--- src/rpic_pkg.sv ---
`default_nettype none
// ----------------------------------------------------------------------------
// rpic_pkg
// Shared types and constants of the root port interrupt controller: register
// offsets, bit positions, operation codes and the ring entry format.
// ----------------------------------------------------------------------------
package rpic_pkg;

  localparam int RING_DEPTH = 16;
  localparam int RING_AW    = $clog2(RING_DEPTH);

  typedef enum logic [1:0] {
    OP_READ  = 2'd0,
    OP_WRITE = 2'd1,
    OP_LINE  = 2'd2,
    OP_MSI   = 2'd3
  } op_t;

  localparam int CFG_IDX_W = 1;
  localparam logic [CFG_IDX_W-1:0] CFG_FIFO_MODE = 1'd0;
  localparam logic [CFG_IDX_W-1:0] CFG_LINK_UP   = 1'd1;

  localparam logic [11:0] A_STATUS  = 12'h138;
  localparam logic [11:0] A_IMASK   = 12'h13c;
  localparam logic [11:0] A_PHY     = 12'h144;
  localparam logic [11:0] A_RPSC    = 12'h148;
  localparam logic [11:0] A_MSIB_HI = 12'h14c;
  localparam logic [11:0] A_MSIB_LO = 12'h150;
  localparam logic [11:0] A_RING1   = 12'h158;
  localparam logic [11:0] A_RING2   = 12'h15c;
  localparam logic [11:0] A_DEC     = 12'h160;
  localparam logic [11:0] A_DECMASK = 12'h164;
  localparam logic [11:0] A_MSI_LO  = 12'h170;
  localparam logic [11:0] A_MSI_HI  = 12'h174;
  localparam logic [11:0] A_MSIM_LO = 12'h178;
  localparam logic [11:0] A_MSIM_HI = 12'h17c;

  localparam int INTX_POS   = 16;
  localparam int LINK_POS   = 11;
  localparam int NEMPTY_POS = 18;
  localparam int OVF_POS    = 19;
  localparam int LANE_POS   = 27;
  localparam int LEVEL_POS  = 29;
  localparam int VALID_POS  = 31;
  localparam int DEC_POS    = 16;
  localparam int MSIB_LSB   = 12;

  typedef struct packed {
    logic       level;
    logic [1:0] line;
  } ring_entry_t;

  typedef struct packed {
    logic        push;
    logic        pop;
    ring_entry_t entry;
  } ring_ctl_t;

  typedef struct packed {
    logic        empty;
    logic        full;
    ring_entry_t head;
  } ring_stat_t;

  typedef struct packed {
    logic [31:0] read_data;
    logic        irq_out;
    logic        msi_irq_low;
    logic        msi_irq_high;
    logic        bridge_on;
  } res_t;

endpackage
`default_nettype wire

--- src/rpic_ring.sv ---
`default_nettype none
// ----------------------------------------------------------------------------
// rpic_ring
// Legacy interrupt event ring: one slot kept free, head shown combinationally.
// ----------------------------------------------------------------------------
module rpic_ring (
  input  wire logic                clk,
  input  wire logic                rst_n,
  input  wire rpic_pkg::ring_ctl_t ctl,
  output rpic_pkg::ring_stat_t     stat
);
  import rpic_pkg::*;

  ring_entry_t        mem [RING_DEPTH];
  logic [RING_AW-1:0] rd_ptr_r, rd_ptr_nxt;
  logic [RING_AW-1:0] wr_ptr_r, wr_ptr_nxt;
  logic [RING_AW-1:0] wr_inc;

  always_comb begin
    wr_inc = (wr_ptr_r == RING_AW'(RING_DEPTH - 1)) ? '0 : wr_ptr_r + RING_AW'(1);
    wr_ptr_nxt = ctl.push ? wr_inc : wr_ptr_r;
    rd_ptr_nxt = rd_ptr_r;
    if (ctl.pop) begin
      rd_ptr_nxt = (rd_ptr_r == RING_AW'(RING_DEPTH - 1)) ? '0 : rd_ptr_r + RING_AW'(1);
    end
  end

  assign stat.empty = (rd_ptr_r == wr_ptr_r);
  assign stat.full  = (wr_inc == rd_ptr_r);
  assign stat.head  = mem[rd_ptr_r];

  always_ff @(posedge clk) begin
    if (!rst_n) begin
      rd_ptr_r <= '0;
      wr_ptr_r <= '0;
    end else begin
      rd_ptr_r <= rd_ptr_nxt;
      wr_ptr_r <= wr_ptr_nxt;
    end
  end

  always_ff @(posedge clk) begin
    if (ctl.push) begin
      mem[wr_ptr_r] <= ctl.entry;
    end
  end

  a_no_push_full: assert property (@(posedge clk) disable iff (!rst_n)
    ctl.push |-> !stat.full) else $error("push into full ring");
  a_no_pop_empty: assert property (@(posedge clk) disable iff (!rst_n)
    ctl.pop |-> !stat.empty) else $error("pop from empty ring");
  a_push_fills: assert property (@(posedge clk) disable iff (!rst_n)
    ctl.push && !ctl.pop |=> !stat.empty) else $error("ring empty after push");

endmodule
`default_nettype wire

--- src/pcie_root_interrupt_controller.sv ---
`default_nettype none
// ----------------------------------------------------------------------------
// pcie_root_interrupt_controller
// Interrupt side of a PCIe root port: register window, legacy event ring,
// line decode register and 64 MSI pending bits with masks.
// ----------------------------------------------------------------------------
// Path: an accepted beat passes the input register, then the result
//   register, which presents it on the result port.
// Throughput: one beat per cycle; each beat is a single read-modify-write of
//   the register file in the stage after the input register. The input
//   stalls only while the skid slot holds a beat behind a stalled output.
// Reset: all interrupt state, masks and ring pointers clear; fifo_mode and
//   link_is_up come up set. Ring contents stay undefined until written.
// ----------------------------------------------------------------------------
module pcie_root_interrupt_controller (
  input  wire logic                               clk,
  input  wire logic                               rst_n,
  // input channel
  input  wire logic                               in_valid,
  output logic                                    in_stall,
  input  wire logic [1:0]                         in_operation,
  input  wire logic [11:0]                        in_reg_address,
  input  wire logic [31:0]                        in_write_data,
  input  wire logic [1:0]                         in_irq_line,
  input  wire logic                               in_irq_level,
  // result channel
  output logic                                    out_valid,
  input  wire logic                               out_stall,
  output logic [31:0]                             out_read_data,
  output logic                                    out_irq_out,
  output logic                                    out_msi_irq_low,
  output logic                                    out_msi_irq_high,
  output logic                                    out_bridge_on,
  // configuration channel
  input  wire logic                               cfg_valid,
  output logic                                    cfg_ready,
  input  wire logic [rpic_pkg::CFG_IDX_W-1:0]     cfg_index,
  input  wire logic                               cfg_wdata
);
  import rpic_pkg::*;

  // configuration registers
  logic fifo_mode_r;
  logic link_up_r;

  // input register stage
  logic        s1_valid_r;
  op_t         s1_op_r;
  logic [11:0] s1_addr_r;
  logic [31:0] s1_data_r;
  logic [1:0]  s1_line_r;
  logic        s1_level_r;

  // interrupt state
  logic        pend_r,     pend_nxt;
  logic [31:0] imask_r,    imask_nxt;
  logic        bridge_r,   bridge_nxt;
  logic        ovf_r,      ovf_nxt;
  logic [31:0] msib_hi_r,  msib_hi_nxt;
  logic [31:MSIB_LSB] msib_lo_r, msib_lo_nxt;
  logic [3:0]  dec_r,      dec_nxt;
  logic [31:0] decmask_r,  decmask_nxt;
  logic [63:0] msi_pend_r, msi_pend_nxt;
  logic [63:0] msi_mask_r, msi_mask_nxt;

  // result side: output register plus one skid slot
  logic out_valid_r;
  logic skid_valid_r;
  res_t out_r;
  res_t skid_r;
  res_t res;

  logic       in_acc;
  logic       res_go;
  logic       out_take;
  logic       recomp;
  logic [63:0] msi_active;
  ring_ctl_t  ring_ctl;
  ring_stat_t ring_stat;

  rpic_ring u_ring (
    .clk   (clk),
    .rst_n (rst_n),
    .ctl   (ring_ctl),
    .stat  (ring_stat)
  );

  // Hold the input register while it holds a beat and the skid slot is occupied.
  assign in_stall  = s1_valid_r && skid_valid_r;
  assign in_acc    = in_valid && !in_stall;
  assign res_go    = s1_valid_r && !skid_valid_r;
  assign out_take  = out_valid_r && !out_stall;
  assign cfg_ready = 1'b1;

  // Read-modify-write of the register file for the beat in the input register.
  always_comb begin
    pend_nxt     = pend_r;
    imask_nxt    = imask_r;
    bridge_nxt   = bridge_r;
    ovf_nxt      = ovf_r;
    msib_hi_nxt  = msib_hi_r;
    msib_lo_nxt  = msib_lo_r;
    dec_nxt      = dec_r;
    decmask_nxt  = decmask_r;
    msi_pend_nxt = msi_pend_r;
    msi_mask_nxt = msi_mask_r;
    ring_ctl       = '0;
    ring_ctl.entry = '{level: s1_level_r, line: s1_line_r};
    res.read_data  = '0;

    if (s1_valid_r && res_go) begin
      case (s1_op_r)
        OP_READ: begin
          unique case (s1_addr_r)
            A_STATUS:  res.read_data[INTX_POS] = pend_r;
            A_IMASK:   res.read_data = imask_r;
            A_PHY:     res.read_data[LINK_POS] = link_up_r;
            A_RPSC: begin
              res.read_data[0]          = bridge_r;
              res.read_data[NEMPTY_POS] = !ring_stat.empty;
              res.read_data[OVF_POS]    = ovf_r;
            end
            A_MSIB_HI: res.read_data = msib_hi_r;
            A_MSIB_LO: res.read_data[31:MSIB_LSB] = msib_lo_r;
            A_RING1: begin
              if (!ring_stat.empty) begin
                res.read_data[LANE_POS +: 2] = ring_stat.head.line;
                res.read_data[LEVEL_POS]     = ring_stat.head.level;
                res.read_data[VALID_POS]     = 1'b1;
              end
            end
            A_DEC:     res.read_data[DEC_POS +: 4] = dec_r;
            A_DECMASK: res.read_data = decmask_r;
            A_MSI_LO:  res.read_data = msi_pend_r[31:0];
            A_MSI_HI:  res.read_data = msi_pend_r[63:32];
            A_MSIM_LO: res.read_data = msi_mask_r[31:0];
            A_MSIM_HI: res.read_data = msi_mask_r[63:32];
            default:   res.read_data = '0;
          endcase
        end
        OP_WRITE: begin
          unique case (s1_addr_r)
            A_STATUS: begin
              if (s1_data_r[INTX_POS]) begin
                pend_nxt = 1'b0;
              end
            end
            A_IMASK:   imask_nxt = s1_data_r;
            A_RPSC:    bridge_nxt = s1_data_r[0];
            A_MSIB_HI: msib_hi_nxt = s1_data_r;
            A_MSIB_LO: msib_lo_nxt = s1_data_r[31:MSIB_LSB];
            A_RING1, A_RING2: ring_ctl.pop = !ring_stat.empty;
            A_DECMASK: decmask_nxt = s1_data_r;
            A_MSI_LO:  msi_pend_nxt[31:0]  = msi_pend_r[31:0] & ~s1_data_r;
            A_MSI_HI:  msi_pend_nxt[63:32] = msi_pend_r[63:32] & ~s1_data_r;
            A_MSIM_LO: msi_mask_nxt[31:0]  = s1_data_r;
            A_MSIM_HI: msi_mask_nxt[63:32] = s1_data_r;
            default: ;
          endcase
        end
        OP_LINE: begin
          if (fifo_mode_r) begin
            // Drop the event on a full ring and flag the loss.
            if (ring_stat.full) begin
              ovf_nxt = 1'b1;
            end else begin
              ring_ctl.push = 1'b1;
              pend_nxt      = 1'b1;
            end
          end else begin
            dec_nxt[s1_line_r] = s1_level_r;
          end
        end
        default: begin
          if (!fifo_mode_r) begin
            msi_pend_nxt[s1_data_r[5:0]] = 1'b1;
          end
        end
      endcase

      // Re-set the pending bit while its source persists; a dropped event
      // leaves it alone.
      recomp = fifo_mode_r ? !ring_stat.empty
                           : |(dec_nxt & decmask_nxt[DEC_POS +: 4]);
      if ((s1_op_r == OP_LINE && !(fifo_mode_r && ring_stat.full)) ||
          (s1_op_r == OP_WRITE &&
           (s1_addr_r == A_STATUS || s1_addr_r == A_IMASK ||
            s1_addr_r == A_DECMASK))) begin
        pend_nxt = pend_nxt | recomp;
      end
    end else begin
      recomp = 1'b0;
    end

    msi_active       = msi_pend_nxt & msi_mask_nxt;
    res.irq_out      = pend_nxt && imask_nxt[INTX_POS];
    res.msi_irq_low  = !fifo_mode_r && (|msi_active[31:0]);
    res.msi_irq_high = !fifo_mode_r && (|msi_active[63:32]);
    res.bridge_on    = bridge_nxt;
  end

  // Control state: config, pipeline valids, interrupt registers.
  always_ff @(posedge clk) begin
    if (!rst_n) begin
      fifo_mode_r  <= 1'b1;
      link_up_r    <= 1'b1;
      s1_valid_r   <= 1'b0;
      out_valid_r  <= 1'b0;
      skid_valid_r <= 1'b0;
      pend_r       <= 1'b0;
      imask_r      <= '0;
      bridge_r     <= 1'b0;
      ovf_r        <= 1'b0;
      msib_hi_r    <= '0;
      msib_lo_r    <= '0;
      dec_r        <= '0;
      decmask_r    <= '0;
      msi_pend_r   <= '0;
      msi_mask_r   <= '0;
    end else begin
      if (cfg_valid && cfg_ready) begin
        case (cfg_index)
          CFG_FIFO_MODE: fifo_mode_r <= cfg_wdata;
          CFG_LINK_UP:   link_up_r   <= cfg_wdata;
          default: ;
        endcase
      end

      if (in_acc) begin
        s1_valid_r <= 1'b1;
      end else if (res_go) begin
        s1_valid_r <= 1'b0;
      end

      // Advance the result into the output register, or park it in the skid.
      if (res_go) begin
        if (!out_valid_r || out_take) begin
          out_valid_r <= 1'b1;
        end else begin
          skid_valid_r <= 1'b1;
        end
      end else if (out_take) begin
        out_valid_r  <= skid_valid_r;
        skid_valid_r <= 1'b0;
      end

      pend_r     <= pend_nxt;
      imask_r    <= imask_nxt;
      bridge_r   <= bridge_nxt;
      ovf_r      <= ovf_nxt;
      msib_hi_r  <= msib_hi_nxt;
      msib_lo_r  <= msib_lo_nxt;
      dec_r      <= dec_nxt;
      decmask_r  <= decmask_nxt;
      msi_pend_r <= msi_pend_nxt;
      msi_mask_r <= msi_mask_nxt;
    end
  end

  // Payload registers.
  always_ff @(posedge clk) begin
    if (in_acc) begin
      s1_op_r    <= op_t'(in_operation);
      s1_addr_r  <= in_reg_address;
      s1_data_r  <= in_write_data;
      s1_line_r  <= in_irq_line;
      s1_level_r <= in_irq_level;
    end
    if (res_go) begin
      if (!out_valid_r || out_take) begin
        out_r <= res;
      end else begin
        skid_r <= res;
      end
    end else if (out_take && skid_valid_r) begin
      out_r <= skid_r;
    end
  end

  assign out_valid        = out_valid_r;
  assign out_read_data    = out_r.read_data;
  assign out_irq_out      = out_r.irq_out;
  assign out_msi_irq_low  = out_r.msi_irq_low;
  assign out_msi_irq_high = out_r.msi_irq_high;
  assign out_bridge_on    = out_r.bridge_on;

  a_skid_behind_out: assert property (@(posedge clk) disable iff (!rst_n)
    skid_valid_r |-> out_valid_r) else $error("skid holds a beat ahead of output");
  a_ovf_sticky: assert property (@(posedge clk) disable iff (!rst_n)
    ovf_r |=> ovf_r) else $error("overflow flag cleared");
  a_push_sets_pend: assert property (@(posedge clk) disable iff (!rst_n)
    ring_ctl.push |=> pend_r) else $error("queued event left INTX clear");
  a_stall_needs_s1: assert property (@(posedge clk) disable iff (!rst_n)
    in_stall |-> s1_valid_r && out_valid_r) else $error("stall with empty pipe");

endmodule
`default_nettype wire
--- config.mk ---
export PLATFORM = sky130hd
export DESIGN_NAME = pcie_root_interrupt_controller
export DESIGN_NICKNAME = d
export VERILOG_FILES = /design/src/rpic_pkg.sv /design/src/rpic_ring.sv /design/src/pcie_root_interrupt_controller.sv
export SDC_FILE = /design/constraint.sdc
export NUM_CORES = 1
export LEC_CHECK = 0
export BUFFER_PORTS_ARGS = -buffer_cell sky130_fd_sc_hd__buf_2
export CAP_MARGIN = 20
export CORE_MARGIN = 3
export CORE_UTILIZATION = 50
export CTS_BUF_LIST = sky130_fd_sc_hd__clkbuf_2 sky130_fd_sc_hd__clkbuf_4 sky130_fd_sc_hd__clkbuf_8
export DETAILED_ROUTE_END_ITERATION = 12
export GPL_TIMING_DRIVEN = 0
export PLACE_DENSITY = 0.7
export SLEW_MARGIN = 20
export SYNTH_ARGS = -nofsm -noshare
export SYNTH_HDL_FRONTEND = slang
export SYNTH_HIERARCHICAL = 1
export SYNTH_SLANG_ARGS = --single-unit
--- constraint.sdc ---
create_clock -name clk -period 3.45 [get_ports clk]
set_input_delay 0.69 -clock clk [delete_from_list [all_inputs] [get_ports clk]]
set_output_delay 0.69 -clock clk [all_outputs]
set_load 0.005 [all_outputs]
* After elaboration in Yosys (flattened, before gate mapping)
Memory sizes are Yosys's and may differ from the RTL's. A register that Yosys moved wholly into a read port is not among the register bits.
Cells that the tools add are included.
** Storage, ports and cells
- Input bits :: 56
- Flip-flop bits (word level) :: 385
- Output and inout port bits :: 39
- RAM bits :: 48
- Logic and storage cells :: 192
- Memories kept :: 1
** Memories
- u_ring.mem :: words 16, bits a word 3, read ports 1, clocked after memory_dff 1, wr ports 1, RTL line rpic_ring.sv:14 : ring_entry_t mem [RING_DEPTH];
** Cells by class
- Eq/ne operators :: 24
- Multiplexer cells :: 73
- Reduce and logical (&&, ||, !) cells :: 45
- $add $sub $neg :: 2
- Bitwise operators :: 9
- Magnitude comparators :: 4
** Operators by type and width (number)
- 32-bit two-way mux :: 9
- 64-bit two-way mux :: 4
- 12-bit by 9-bit equality test with 1-bit output (second input constant) :: 14
- 64-bit case mux with 2 select lines :: 1
- 36-bit two-way mux :: 3
- 10-bit case mux with 7 select lines :: 1
- 32-bit AND :: 2
- 64-bit AND :: 1
- 64-bit bitwise OR :: 1
- 32-bit OR reduction :: 2
- 7-bit case mux with 8 select lines :: 1
- 17-bit two-way mux :: 3
- 32-bit NOT :: 1
- 4-bit case mux with 8 select lines :: 1
- 1-bit two-way mux :: 29
- 4-bit two-way mux :: 7
- 3-bit case mux with 9 select lines :: 1
- 1-bit case mux with 8 select lines :: 3
- 2-bit case mux with 10 select lines :: 1
- 1-bit case mux with 9 select lines :: 2
- 1-bit logical AND :: 14
- 2-bit AND reduction :: 6
- 3-bit AND reduction :: 4
- 1-bit case mux with 10 select lines :: 1
- other kinds (27) :: 45

* Longest topological paths before layout
- Word-level depth :: 17
- Depth in mapped cells :: 12
- Depth with buffers taken out :: 10

* Modules after synthesis
Netlist, hierarchy kept.
** By module, submodules not included
- pcie_root_interrupt_controller :: instances 1, sequential area each 8758.4 um^2, cells each 1704, area an instance 16318.2 um^2
- rpic_ring :: instances 1, sequential area each 1681.6 um^2, cells each 161, area an instance 2588.7 um^2

* Least setup slack after synthesis
Ideal clock, no wire load.
- Path kind :: input -> register
- Start point :: input in_valid
- End point :: register s1_addr_r[0] (enable)
- Data arrival time :: 2.864 ns
- Path buffers :: 0
- Setup time :: 0.462 ns
- Setup slack :: 0.125 ns
- Stages on the path :: 1
- Required time :: 2.988 ns
- Cells stage by stage :: nor2b_1
** On the way
- Word-level cells in the longest chain between the ends :: 1
** RTL lines
- start: declaration :: RTL line pcie_root_interrupt_controller.sv:19 : input wire logic in_valid,
- 1-bit logical AND :: RTL line pcie_root_interrupt_controller.sv:90 : assign in_acc = in_valid && !in_stall;
- end signal: assignment :: RTL line pcie_root_interrupt_controller.sv:264 : s1_addr_r <= in_reg_address;
- end: declaration :: RTL line pcie_root_interrupt_controller.sv:49 : logic [11:0] s1_addr_r;
Every way passes these cells.
A chain may end at the register's enable or synchronous reset.

==> impl_metrics.toml <==
[setup_path]
arrival_ps = 3810
cp_max_fo = 6
cp-end-kind = "flip-flop"
cp-start-kind = "flip-flop"
crit_required_ps = 3810
crit_type = "reg2reg"

[die]
start_util_pct = 51.2
num_io_pins = 95
dieArea_um2 = 40200
core_area_um2 = 37000
die_y_um = 200
rows = 70
fp.dieW_um = 200

[finish]
final_common_cell = "nand2_1"
final_layout_size_suffix_gt1_share_pct = 18.2
diodes = 0
regArea_um2 = 10400
syn_to_final_growth_pct = 16.9
final_cell_mix = "nand2_1, dfxtp_1, edfxtp_1"
fillCellCount = 3217
multiInputGateArea_um2 = 8020
final_cells = 2617
nNetsFinal = 2119
fin_area_um2 = 22100

[place]
place_area_um2 = 20100
pre_cts_ws_ps = -904
dp_cells = 2468
gp_congestion = 1.03
hpwl_um = 50700
numPortBuffers = 93

[timing]
min_period_over_period_pct = 100
finalClockSkew_ps = 36.8
relSlewSlack_pct = 4.87
fin_tns_setup_ps = -0.989
setup_viol = 1
layout_min_cycle_time_ps = 3450
slew_viol_final = 0
max_freq_mhz = 290
fin_ws_ps = -0.989
tightestPinTransition_ps = 1410
finalHoldViolCount = 0
rsz0062_at_grt = "yes"

[drt]
dr.pass1.iters = 9
ant_nets = 0
routed_wl_um = 68700
viasPerCell = 6.38
wire_per_inst_um = 26.2
drc_errors = 0
drtIter0Drc = 2456
vias = 16700

[clocking]
clkTransAtPathRegs_ps = 60
root_buffer = "clkbuf_8"
cts_buffers = 72
cts.sinks = 437
clock_latency_ps = 650
cts_max_path_buffers = 3
cts_max_level = 3
cts_tree = "built"

[global_routing]
grt_pass1_wl_um = 101000
overflow = 0
antenna_found_initial = 1
groute.usage.overall_pct = 33.3
grt_pass1_vias = 15900
grt_start_max_net_pins = 36

[pwr]
p_per_area_nw_per_um2 = 482
ir_worst_vdd_mv = 0.358
p_leak_nw = 7.76
comb_power_share_pct = 4.8
p_int_w = 0.00811
switching_share_pct = 23.8
seq_power_share_pct = 51.4
power_frac_clock_pct = 43.8
netSwitchingPower_w = 0.00254

[synthesis]
syn_inst = 1865
ys_seq_area_share_pct = 55.2
synthesis.area_um2 = 18900
synth.avg_cell_area_um2 = 10.1
ys_seq_elements = 437
synthArstFlopShare_pct = 0
synthesis.nets = 1930
synth_top_cell_by_area = "dfxtp_1"
ys.flop_type = "dfxtp_1"
synth_top_cell_area_share_pct = 28.4
yosysWarnings = 6
synth-edff-count = 169
yosysUniqueCellTypes = 68
synthTopCellsByArea = "dfxtp_1, edfxtp_1, nand2_1, a21oi_1, a211oi_1"

[run_status]
violations = "setup timing"
status = "finished with violations"

[min_path]
worst_hold_path_type = "in2reg"

[flow_run]
max_cap_viol_count = 0
## worst max-delay path, cell delays in order, from the launching register on
cell and delay (ps):
edfxtp_1 400, inv_1 100, ha_2 240, nor3b_4 270, nand2_2 130, nor4_4 290, buf_6 190, buf_4 140
a211oi_1 100, nor4_2 520, nand4_1 230, o21a_2 290, mux2_2 280
## Yosys cell counts, drive strengths merged (2+ instances only)
cell type,number
nor2,100
and4b,3
nor3,77
edfxtp,169
a221oi,9
a22oi,45
a21boi,2
and2,35
nor3b,12
and3,12
nand2,287
a222oi,32
xnor2,4
a31oi,26
a211oi,106
nand4,10
a21o,34
mux2i,73
mux4,17
nand4b,5
nand2b,6
o22ai,3
nand4bb,3
a22o,5
a21oi,162
nand3,20
ha,9
inv,17
or4b,3
nor2b,10
o21ai,62
dfxtp,268
mux2,19
nor4,23
xor2,6
o31ai,3
a32oi,3
o21a,3
buf,28
clkbuf,139
## path summary, 6_finish.rpt
check                         from          endpoint  slack [ps]  cells after the start
hold / removal    in_write_data[3]      s1_data_r[3]         220                      1
setup / recovery        s1_op_r[0]  out_msi_irq_high          -1                     12
hold reg to reg         imask_r[2]        imask_r[2]         450                      2
setup reg to reg        s1_op_r[0]  out_msi_irq_high          -1                     12
## cell type report
type	count	share of cell area, %
sequential	437	47.2
multi-input combinational	1244	36.3
clock buffer	108	6.02
buffer	162	3.35
timing repair buffer	120	3.34
tap	504	2.85
clock inverter	25	0.651
inverter	17	0.289
## state kept, by name (all words and copies together), names as in the netlist, 2 cells and up, named ones only
signal and count:
s1_addr_r 12, s1_op_r 2, imask_r 32, u_ring/mem 48, msib_lo_r 20, out_read_data 32
u_ring/rd_ptr_r 4, u_ring/wr_ptr_r 4, s1_data_r 32, msi_mask_r 64, decmask_r 32, skid_r 36
dec_r 4, msib_hi_r 32, s1_line_r 2, msi_pend_r 64
## what timing repair did
action                     in CTS  in global routing
pin swaps                      15                  7
hold buffers                    0                  0
setup buffers                  13                  8
hold endpoints to repair        0                  0
setup endpoints to repair      96                138
gates cloned                    0                  0
gates resized for setup        67                 45
## routing by layer
layer | GRT usage (%) | up-vias | wire length (um)
met5 | 0 | - | 0
met4 | 17.4 | 0 | 3890
met3 | 9.26 | 222 | 9120
met2 | 46.9 | 1168 | 28000
met1 | 46.7 | 8020 | 27700
li1 | - | 7289 | -
## cells by family (layout without fill, tap and decap cells)
kind of cell	count (synthesis)	count (layout)	share of synthesized area, %
buf+inv	184	432	3.87
xor+xnor	10	10	0.463
compound gates	501	501	17.4
mux	109	109	7.08
flops	437	437	55.2
simple gates	614	614	15.3
fa+ha+maj	9	9	0.596
other cells	1	1	0.0198
## stage by stage
stage	hold slack (ps)	util, %	power, W
floorplan	430	-	0.00582
global placement	437	54.1	0.00604
detailed placement	443	54.5	0.00606
CTS	200	59.3	0.0107
global route	217	59.8	0.0109
finish	224	59.8	0.0107
## power groups by stage
stage,clock (W),combinational [W],sequential [W]
floorplan,0,0.000248,0.00557
finish,0.00467,0.000513,0.00547
global placement,0,0.000463,0.00558
global route,0.00493,0.000537,0.00548
CTS,0.00470,0.000490,0.00547
detailed placement,0,0.000481,0.00558
Power figures use the tool's default switching activity.
